$ cat src/design/dsfs_pkg.sv
`timescale 1ns / 1ps
// ----------------------------------------------------------------------------
// dsfs_pkg
// Shared types, constants and the phasor table of the dual-sideband shifter.
// ----------------------------------------------------------------------------
package dsfs_pkg;

    localparam int PERIOD   = 64;   // phasor table length
    localparam int PHASE_W  = 6;    // bits of the phase index
    localparam int SAMPLE_W = 16;   // Q1.15 sample width
    localparam int PROD_W   = 2 * SAMPLE_W;
    localparam int SUM_W    = PROD_W + 1;
    localparam int QTR      = PERIOD / 4;

    typedef logic signed [SAMPLE_W-1:0] sample_t;

    typedef struct packed {
        sample_t re;
        sample_t im;
    } cplx_t;

    typedef struct packed {
        sample_t cos_v;
        sample_t sin_v;
    } phasor_t;

    typedef enum logic [1:0] {
        QUAD_0 = 2'd0,
        QUAD_1 = 2'd1,
        QUAD_2 = 2'd2,
        QUAD_3 = 2'd3
    } quad_t;

    // |sin(j*pi/32)| in Q1.15 for j = 0..16, full scale clipped to 32767
    localparam logic [SAMPLE_W-2:0] SIN_MAG [QTR+1] = '{
        15'd0,     15'd3212,  15'd6393,  15'd9512,
        15'd12540, 15'd15447, 15'd18205, 15'd20788,
        15'd23170, 15'd25330, 15'd27246, 15'd28899,
        15'd30274, 15'd31357, 15'd32138, 15'd32610,
        15'd32767
    };

    // cos/sin of 2*pi*idx/PERIOD, first-quadrant value rotated into place
    function automatic phasor_t phasor_lookup(input logic [PHASE_W-1:0] idx);
        logic [4:0]    j;
        sample_t       s_q;
        sample_t       c_q;
        phasor_t       ph;
        j   = {1'b0, idx[3:0]};
        s_q = sample_t'({1'b0, SIN_MAG[j]});
        c_q = sample_t'({1'b0, SIN_MAG[5'(QTR) - j]});
        unique case (quad_t'(idx[5:4]))
            QUAD_0: begin
                ph.cos_v = c_q;
                ph.sin_v = s_q;
            end
            QUAD_1: begin
                ph.cos_v = -s_q;
                ph.sin_v = c_q;
            end
            QUAD_2: begin
                ph.cos_v = -c_q;
                ph.sin_v = -s_q;
            end
            default: begin
                ph.cos_v = s_q;
                ph.sin_v = -c_q;
            end
        endcase
        return ph;
    endfunction

    // Q3.30 -> Q1.15, round half up, saturate
    function automatic sample_t round_sat(input logic signed [SUM_W-1:0] v);
        logic signed [SUM_W:0]           biased;
        logic signed [SUM_W-SAMPLE_W+2:0] q;
        sample_t                         r;
        biased = {v[SUM_W-1], v} + (SUM_W+1)'(16384);
        q      = {biased[SUM_W], biased[SUM_W:SAMPLE_W-1]};
        if (q > (SUM_W-SAMPLE_W+3)'(32767)) begin
            r = 16'sh7FFF;
        end else if (q < -(SUM_W-SAMPLE_W+3)'(32768)) begin
            r = 16'sh8000;
        end else begin
            r = q[SAMPLE_W-1:0];
        end
        return r;
    endfunction

endpackage

$ cat src/design/dual_sideband_frequency_shifter.sv
`timescale 1ns / 1ps
// ----------------------------------------------------------------------------
// dual_sideband_frequency_shifter
// Mixes each complex sample with a 64-step phasor, both rotation senses.
// ----------------------------------------------------------------------------
// Usage:
//   s_ channel: one complex Q1.15 sample per transaction.
//   m_ channel: one transaction per sample with the up-shifted product
//               (x * (c+js)) and the down-shifted product (x * (c-js)),
//               each part rounded half up and saturated to 16 bits.
//   The phasor steps by 2*pi/64 per accepted sample, wrapping after 64.
// Path: each sample goes through the input register, then multiply/round
//   into the result register, which drives m_tvalid.
// Throughput: one sample per clock while m_tready is high; the input register
//   and the result register form a two-deep pipeline, each stage loading
//   when the stage after it is empty or draining.
// Reset: aresetn (synchronous, active low) empties both stages and sets
//   the phase index back to zero; no transaction in flight survives.
// Stall: with m_tready low the result holds, the input register fills,
//   and s_tready drops until the result is taken. Nothing is dropped.
// ----------------------------------------------------------------------------
module dual_sideband_frequency_shifter (
    input  logic        aclk,
    input  logic        aresetn,
    // s_tdata: [15:0] in_re, [31:16] in_im
    input  logic        s_tvalid,
    output logic        s_tready,
    input  logic [31:0] s_tdata,
    // m_tdata: [15:0] up_re, [31:16] up_im, [47:32] down_re, [63:48] down_im
    output logic        m_tvalid,
    input  logic        m_tready,
    output logic [63:0] m_tdata
);

    // stage 1: registered sample with its phasor
    logic              s1_valid_reg;
    logic              s1_valid_next;
    dsfs_pkg::cplx_t   s1_sample_reg;
    dsfs_pkg::phasor_t s1_phasor_reg;

    // stage 2: result register
    logic              out_valid_reg;
    logic              out_valid_next;
    logic [63:0]       out_data_reg;

    logic              load_out;   // result register takes stage 1
    logic              load_s1;    // stage 1 can take a new sample
    logic              s_fire;

    dsfs_pkg::cplx_t   in_sample;
    dsfs_pkg::phasor_t cur_phasor;
    dsfs_pkg::cplx_t   up;
    dsfs_pkg::cplx_t   down;

    assign load_out = !out_valid_reg || m_tready;
    assign load_s1  = !s1_valid_reg || load_out;
    assign s_tready = load_s1;
    assign s_fire   = s_tvalid && load_s1;

    assign in_sample.re = s_tdata[15:0];
    assign in_sample.im = s_tdata[31:16];

    // phase only moves when a sample actually takes the phasor
    dsfs_phasor u_phasor (
        .aclk    (aclk),
        .aresetn (aresetn),
        .advance (s_fire),
        .phasor  (cur_phasor)
    );

    dsfs_mixer u_mixer (
        .sample (s1_sample_reg),
        .phasor (s1_phasor_reg),
        .up     (up),
        .down   (down)
    );

    always_comb begin
        s1_valid_next = s1_valid_reg;
        if (load_s1) begin
            s1_valid_next = s_tvalid;
        end
        out_valid_next = out_valid_reg;
        if (load_out) begin
            out_valid_next = s1_valid_reg;
        end
    end

    // control state
    always_ff @(posedge aclk) begin
        if (!aresetn) begin
            s1_valid_reg  <= 1'b0;
            out_valid_reg <= 1'b0;
        end else begin
            s1_valid_reg  <= s1_valid_next;
            out_valid_reg <= out_valid_next;
        end
    end

    // payload, no reset
    always_ff @(posedge aclk) begin
        if (s_fire) begin
            s1_sample_reg <= in_sample;
            s1_phasor_reg <= cur_phasor;
        end
        if (load_out && s1_valid_reg) begin
            out_data_reg <= {down.im, down.re, up.im, up.re};
        end
    end

    assign m_tvalid = out_valid_reg;
    assign m_tdata  = out_data_reg;

endmodule

$ cat src/design/dsfs_phasor.sv
`timescale 1ns / 1ps
// ----------------------------------------------------------------------------
// dsfs_phasor
// Phase counter and table lookup: gives the phasor for the next sample.
// ----------------------------------------------------------------------------
module dsfs_phasor (
    input  logic              aclk,
    input  logic              aresetn,
    input  logic              advance,   // a sample took the current phasor
    output dsfs_pkg::phasor_t phasor
);

    logic [dsfs_pkg::PHASE_W-1:0] phase_reg;
    logic [dsfs_pkg::PHASE_W-1:0] phase_next;

    always_comb begin
        phase_next = phase_reg;
        if (advance) begin
            if (phase_reg == dsfs_pkg::PHASE_W'(dsfs_pkg::PERIOD - 1)) begin
                phase_next = '0;
            end else begin
                phase_next = phase_reg + 1'b1;
            end
        end
    end

    always_ff @(posedge aclk) begin
        if (!aresetn) begin
            phase_reg <= '0;
        end else begin
            phase_reg <= phase_next;
        end
    end

    assign phasor = dsfs_pkg::phasor_lookup(phase_reg);

endmodule

$ cat src/design/dsfs_mixer.sv
`timescale 1ns / 1ps
// ----------------------------------------------------------------------------
// dsfs_mixer
// Complex multiply by c+js and c-js, round and saturate both results.
// ----------------------------------------------------------------------------
module dsfs_mixer (
    input  dsfs_pkg::cplx_t   sample,
    input  dsfs_pkg::phasor_t phasor,
    output dsfs_pkg::cplx_t   up,
    output dsfs_pkg::cplx_t   down
);

    logic signed [dsfs_pkg::PROD_W-1:0] ac, bs, as_p, bc;
    logic signed [dsfs_pkg::SUM_W-1:0]  ac_x, bs_x, as_x, bc_x;

    assign ac   = sample.re * phasor.cos_v;
    assign bs   = sample.im * phasor.sin_v;
    assign as_p = sample.re * phasor.sin_v;
    assign bc   = sample.im * phasor.cos_v;

    assign ac_x = {ac[dsfs_pkg::PROD_W-1], ac};
    assign bs_x = {bs[dsfs_pkg::PROD_W-1], bs};
    assign as_x = {as_p[dsfs_pkg::PROD_W-1], as_p};
    assign bc_x = {bc[dsfs_pkg::PROD_W-1], bc};

    assign up.re   = dsfs_pkg::round_sat(ac_x - bs_x);
    assign up.im   = dsfs_pkg::round_sat(as_x + bc_x);
    assign down.re = dsfs_pkg::round_sat(ac_x + bs_x);
    assign down.im = dsfs_pkg::round_sat(bc_x - as_x);

endmodule

$ cat config.mk
export PLATFORM = sky130hd
export DESIGN_NAME = dual_sideband_frequency_shifter
export DESIGN_NICKNAME = d
export VERILOG_FILES = /design/src/design/dsfs_pkg.sv /design/src/design/dual_sideband_frequency_shifter.sv /design/src/design/dsfs_phasor.sv /design/src/design/dsfs_mixer.sv
export SDC_FILE = /design/constraint.sdc
export NUM_CORES = 2
export LEC_CHECK = 0
export BUFFER_PORTS_ARGS = -buffer_cell sky130_fd_sc_hd__buf_2
export CAP_MARGIN = 25
export CORE_UTILIZATION = 60
export CTS_CLUSTER_SIZE = 30
export DETAILED_ROUTE_END_ITERATION = 10
export PLACE_DENSITY = 0.77
export SKIP_CTS_REPAIR_TIMING = 1
export SKIP_LAST_GASP = 1
export SYNTH_ARGS = -nofsm -noshare
export SYNTH_HDL_FRONTEND = slang
export SYNTH_SLANG_ARGS = --single-unit
export TNS_END_PERCENT = 5
$ cat constraint.sdc
create_clock -name aclk -period 9.04 [get_ports aclk]
set_input_delay 0.904 -clock aclk [delete_from_list [all_inputs] [get_ports aclk]]
set_output_delay 0.904 -clock aclk [all_outputs]
set_load 0.03 [all_outputs]
# --- Yosys cells after proc, flatten, opt, wreduce, memory -nomap -nowiden ---
# Memory sizes are Yosys's and may differ from the RTL's.
# Cells that the tools add are included.
# W data, S select, Z words.
word_totals:
  out_inout_bits: 66
  inputBits: 36
  mem_count: 2
  romBits: 960
  reg_bits: 136
  wordCells: 61
op_classes:
  multipliers: 4
  mux: 10
  n_bitwise: 2
  n_addsub: 12
  n_eq_ne: 3
  order_cmp: 10
  reduce_logical: 7
memory_table:
  columns: ["memory", "words", "width", "read_ports", "rd_clocked_by_memory_dff", "wr", "line", "text"]
  rows:
  - ["(name not given)", 32, 15, 1, 0, 0, "dsfs_pkg.sv:50", "s_q = sample_t'({1'b0, SIN_MAG[j]});"]
  - ["(name not given)", 32, 15, 1, 0, 0, "dsfs_pkg.sv:51", "c_q = sample_t'({1'b0, SIN_MAG[5'(QTR) - j]});"]
ops:
  columns: ["operator", "n"]
  rows:
  - ["$add A33 B16 Y34 const B", 4]
  - ["$mul A16 B16 Y32", 4]
  - ["$pmux W32 S3", 1]
  - ["$gt A19 B16 Y1 const B", 4]
  - ["$lt A19 B16 Y1 const B", 4]
  - ["$add A32 B32 Y33", 2]
  - ["$sub A32 B32 Y33", 2]
  - ["$mux W16", 4]
  - ["$mux W15", 4]
  - ["$neg A15 Y16", 2]
  - ["$ge A6 B6 Y1 const B", 2]
  - ["$add A6 B1 Y6 const B", 1]
  - ["$eq A6 B6 Y1 const B", 1]
  - ["$mux W6", 1]
  - ["$not A4 Y6", 1]
  - ["$not A5 Y6", 1]
  - ["$sub A5 B4 Y5 const A", 1]
  - ["$eq A2 B1 Y1 const B", 1]
  - ["$eq A2 B2 Y1 const B", 1]
  - ["$logic_and A1 B1 Y1", 2]
  - ["$logic_not A1 Y1", 2]
  - ["$logic_not A2 Y1", 1]
  - ["$logic_or A1 B1 Y1", 2]

# --- Depth between registers and ports, before layout ---
depth:
  depth_word: 7
  mapped_depth: 39
  mapped_depth_nobuf: 37

# --- By module ---
# From an unflattened synthesis, not the netlist that was laid out.
hier_totals:
  hier_cells: 5884
  hier_area_um2: 53755.3
modules_own_cells:
  columns: ["module", "area_per_inst_um2", "cells_per_inst", "instances", "seq_area_each_um2"]
  rows:
  - ["dsfs_mixer", 46701.0, 5289, 1, 0.0]
  - ["dual_sideband_frequency_shifter", 3947.5, 137, 1, 3883.7]
  - ["dsfs_phasor", 3106.7, 458, 1, 120.1]

# --- Worst setup path after synthesis ---
# Ideal clock, no wire load.
synth_timing:
  kind: "register to register"
  startpoint: "register s1_phasor_reg[1] in the netlist's numbering"
  endpoint: "register out_data_reg[36], in the netlist m_tdata[36], data pin"
  stages_incl_launch_ff: 36
  path_slack_ns: -0.313
  arrival_ns: 9.223
  period_less_slack_ns: 9.353
  n_path_buf: 2
  setup_ns: 0.130
  t_required_ns: 8.910
  cell_sequence: "edfxtp_1 clkbuf_1 nand2_1 fa_1 fa_1 fa_1 inv_1 fa_1 fa_1 inv_1 fa_1 inv_1 ha_1 and4_1 o2111ai_1 o21ai_0 o41ai_1 o21ai_1 a311oi_1 o21ai_1 a21o_1 a21o_1 xor2_1 ha_1 ha_1 a21o_1 a31oi_1 o21ai_1 a221o_1 a22o_1 a311oi_2 xnor2_1 nand3_1 a32oi_1 clkbuf_1 a21o_1"
synth_between:
  elab_chain_cells: 5
  word_cells_on_any_way: 6
  cone_classes: "add/sub (2); mul (1); order compare (2); mux (1)"
synth_rtl:
  columns: ["item", "line", "text"]
  rows:
  - ["start, declared", "dual_sideband_frequency_shifter.sv:39", "dsfs_pkg::phasor_t s1_phasor_reg;"]
  - ["start signal, assigned", "dual_sideband_frequency_shifter.sv:104", "s1_phasor_reg <= cur_phasor;"]
  - ["$mul A16 B16 Y32 *", "dsfs_mixer.sv:17", "assign bs = sample.im * phasor.sin_v;"]
  - ["$add A32 B32 Y33 *", "dsfs_mixer.sv:28", "assign down.re = dsfs_pkg::round_sat(ac_x + bs_x);"]
  - ["$add A33 B16 Y34 *", "dsfs_pkg.sv:78", "biased = {v[SUM_W-1], v} + (SUM_W+1)'(16384);"]
  - ["$lt A19 B16 Y1", "dsfs_pkg.sv:82", "end else if (q < -(SUM_W-SAMPLE_W+3)'(32768)) begin"]
  - ["$mux W16", "dsfs_pkg.sv:82", null]
  - ["end signal, assigned", "dual_sideband_frequency_shifter.sv:107", "out_data_reg <= {down.im, down.re, up.im, up.re};"]
  - ["end, declared", "dual_sideband_frequency_shifter.sv:44", "logic [63:0] out_data_reg;"]
# Mark *: on every way between the ends. The rest lies on a longest branch, timed or not.
# A chain may end at the register's enable or synchronous reset.

# --- Worst setup path in the final report ---
layout_timing:
  startpoint: "register s1_sample_reg[6] in the netlist's numbering"
  endpoint: "register out_data_reg[33], in the netlist m_tdata[33], data pin"
layout_between:
  elab_chain_cells: 5
  word_cells_on_any_way: 6
  cone_classes: "add/sub (2); mul (1); order compare (2); mux (1)"
layout_rtl:
  columns: ["item", "line", "text"]
  rows:
  - ["start, declared", "dual_sideband_frequency_shifter.sv:38", "dsfs_pkg::cplx_t s1_sample_reg;"]
  - ["start signal, assigned", "dual_sideband_frequency_shifter.sv:103", "s1_sample_reg <= in_sample;"]
  - ["$mul A16 B16 Y32 *", "dsfs_mixer.sv:17", null]
  - ["$add A32 B32 Y33 *", "dsfs_mixer.sv:28", null]
  - ["$add A33 B16 Y34 *", "dsfs_pkg.sv:78", null]
  - ["$lt A19 B16 Y1", "dsfs_pkg.sv:82", null]
  - ["$mux W16", "dsfs_pkg.sv:82", null]
# Marks and branches as above.

==> metrics.md <==
| Metric | Value |
|---|---|
| Clock tree sinks | `136` |
| GP Congestion | `0.930` |
| Synth Instances | `5816` |
| Chip height | `~300 um` |
| Detailed-route via count | `40700` |
| CTS tree | `built` |
| Critical Path Fanout Max | `8` |
| Horiz. Die Dim | `slightly below 300 um` |
| Maximum clock rate | `106 MHz` |
| Die area | `89000 um2` |
| Worst clock skew | `0.0385 ns` |
| CP arrival | `9.66 ns` |
| Flops & latches, synth | `around 140` |
| Layout cells sized above 1 | `11.5%` |
| Synth Net Count | `7486` |
| Layout fillers | `around 6700` |
| Max reg flops | `64` |
| Pre-antenna DRT Iters | `7` |
| Clock latency on the worst-skew pair | `between 0.5 and 0.6 ns` |
| Worst path bufs/invs | `4` |
| Fin Setup TNS | `-10.05 ns` |
| Tcrit/Tclk final | `104%` |
| Site Rows | `108` |
| DR iter-0 viols | `about 2900` |
| H-tree Lvls | `4` |
| Clock Tree Buf Depth | `2` |
| Setup crit end kind | `flip-flop` |
| Number of port buffers | `101` |
| Initial antenna violation count | `1` |
| Most used cell, CP | `fa_1` |
| Actual slew at the worst max-slew pin | `1.08 ns` |
| Most common flop cell mapped by yosys | `edfxtp_1` |
| Nets@finish | `~7800` |
| Most common cell after layout, fill and taps aside | `inv_1` |
| Final Non-Filler Cells | `a little over 7000` |
| Remaining antenna violation count | `0` |
| Clock root buffer | `clkbuf_16` |
| Kind of cell adding the most delay to the critical path | `adder cells` |
| Setup ws final | `-0.371 ns` |
| Crit-path max cell delay | `0.54 ns` |
| Unrepaired setup endpoints after global routing | `yes` |
| Ys async rst share | `0%` |
| Pins Over Slew Limit | `0` |
| Element type at the critical path start | `flip-flop` |
| Core area | `between 80000 and 90000 um2` |
| Yosys cell types | `88` |
| Yosys warns | `0` |
| Hold Fails Final Rpt | `0` |
| Placed wire-length estimate | `112000 um` |
| Pin count of the biggest net entering global routing | `75` |
| All-Layer GR Usage | `~30%` |
| Failing checks | `setup timing` |
| Commonest non-fill, non-tap cells in the layout | `inv_1, fa_1, nand2_1, ha_1, and2_1` |
| Placed Cells | `between 7000 and 8000` |
| Global-route wire length before repair | `218000 um` |
| Outcome | `complete, but fails checks` |
| Crit path max-delay cell type | `fa_1` |
| Number of global-route vias before repair | `42700` |
| Io pins | `102` |
| Hold Path Class | `reg -> reg` |
| Max cap viols | `0` |
| Avg Cell Area, Syn | `9.06 um2` |
| Type of the worst setup path | `reg -> reg` |
| Number of synthesized flops with an enable pin | `~130` |
| Area Overhead vs Synth | `11.2%` |
| Mapped cell area | `roughly 53000 um2` |
| CTS clock-pin slew for the worst setup and hold paths | `0.09 ns` |
| Post-DP Area | `57000 um2` |
| Initial Util | `60.7%` |
| Drt wl/cell | `approximately 19 um` |
| Drt via density | `5.59` |
| Crit path required time | `9.29 ns` |
| Worst relative slew slack | `roughly 28%` |
| Post-Route WL | `135000 um` |
| Final setup viols | `60` |
| DRC Markers | `0` |
| Number of CTS-inserted buffers | `17` |
| Tmin final | `9.41 ns` |
| Sequential element share of the synthesized area | `7.60%` |
| Total gr overflow | `0` |
| Design Area, Final | `between 50000 and 60000 um2` |
-- through the flow --
step / setup WS (ns) / hold slack (ns) / utilization, %
6_report: -0.371 / 0.546 / 67.5
3_3_place_gp: -0.250 / 0.510 / 65.6
3_5_place_dp: -0.374 / 0.520 / 65.6
2_1_floorplan: 0.0102 / 0.477 / -
4_1_cts: -0.463 / 0.542 / 66.3
5_1_grt: -0.703 / 0.559 / 67.5
-- routing by layer --
metal	part of all wire (%)	vias up	GRT usage, %
met1	40	20600	40.9
met3	6.9	272	4.20
li1	-	18400	-
met5	0	-	0
met2	49	1470	52.4
met4	3.8	0	10.7
-- cell families (layout without fill, tap and decap cells) --
family,Yosys count,after routing,share of synthesized area (%)
other,0,1,0
flip-flops,136,136,7.60
AND/OR/NAND/NOR,1543,1543,14.4
AO/OA/AOI/OAI,662,662,8.23
multiplexers,24,24,0.743
XOR/XNOR,221,221,3.67
buffers and inverters,1596,1903,11.6
adder cells (fa/ha/maj),1634,1634,53.7
-- path summary, 6_finish.rpt --
path | startpoint | depth (start not counted) | slack (ns) | to
worst min-delay path | s1_valid_reg | 1 | 0.55 | m_tvalid
worst min register to register | s1_valid_reg | 1 | 0.55 | m_tvalid
worst max register to register | s1_sample_reg[6] | 34 | -0.37 | m_tdata[33]
worst max-delay path | s1_sample_reg[6] | 34 | -0.37 | m_tdata[33]
-- cell usage after synthesis (10+ instances only) --
master | number | area, um2
edfxtp_1 | 128 | 3840
nor3_1 | 53 | 265
xor2_1 | 70 | 613
nand3_1 | 37 | 185
clkbuf_1 | 216 | 811
fa_1 | 1048 | 21000
or2_2 | 10 | 62.6
o21a_1 | 21 | 158
and2_1 | 466 | 2920
xnor2_1 | 151 | 1320
o31ai_1 | 29 | 218
o21bai_1 | 25 | 188
nor4_1 | 10 | 62.6
a21oi_1 | 170 | 851
nor2_1 | 174 | 653
nand2b_1 | 41 | 257
o211ai_1 | 16 | 120
and3_1 | 17 | 106
nand2_1 | 636 | 2390
nor2b_1 | 33 | 206
or3_1 | 14 | 87.6
a31oi_1 | 24 | 150
a21o_1 | 108 | 811
inv_1 | 1358 | 5100
o21ai_0 | 127 | 636
mux4_2 | 12 | 270
a211oi_1 | 32 | 240
mux2i_1 | 11 | 110
nand4_1 | 16 | 100
ha_1 | 586 | 7330
-- area by class of cell --
class | instances | area (um2) | area share [%]
diodes | 1 | 2.50 | 0.00427
clock inverters | 12 | 104 | 0.177
multi-input cells | 4084 | 43300 | 73.8
repair buffers | 511 | 4200 | 7.16
well taps | 1155 | 1450 | 2.46
inverters | 1360 | 5110 | 8.71
flip-flops and latches | 136 | 4010 | 6.83
clock buffers | 20 | 478 | 0.815
Power is left out: the tool's default activity adds up to more than one toggle a clock period on the data nets, which glitch-free logic cannot reach.
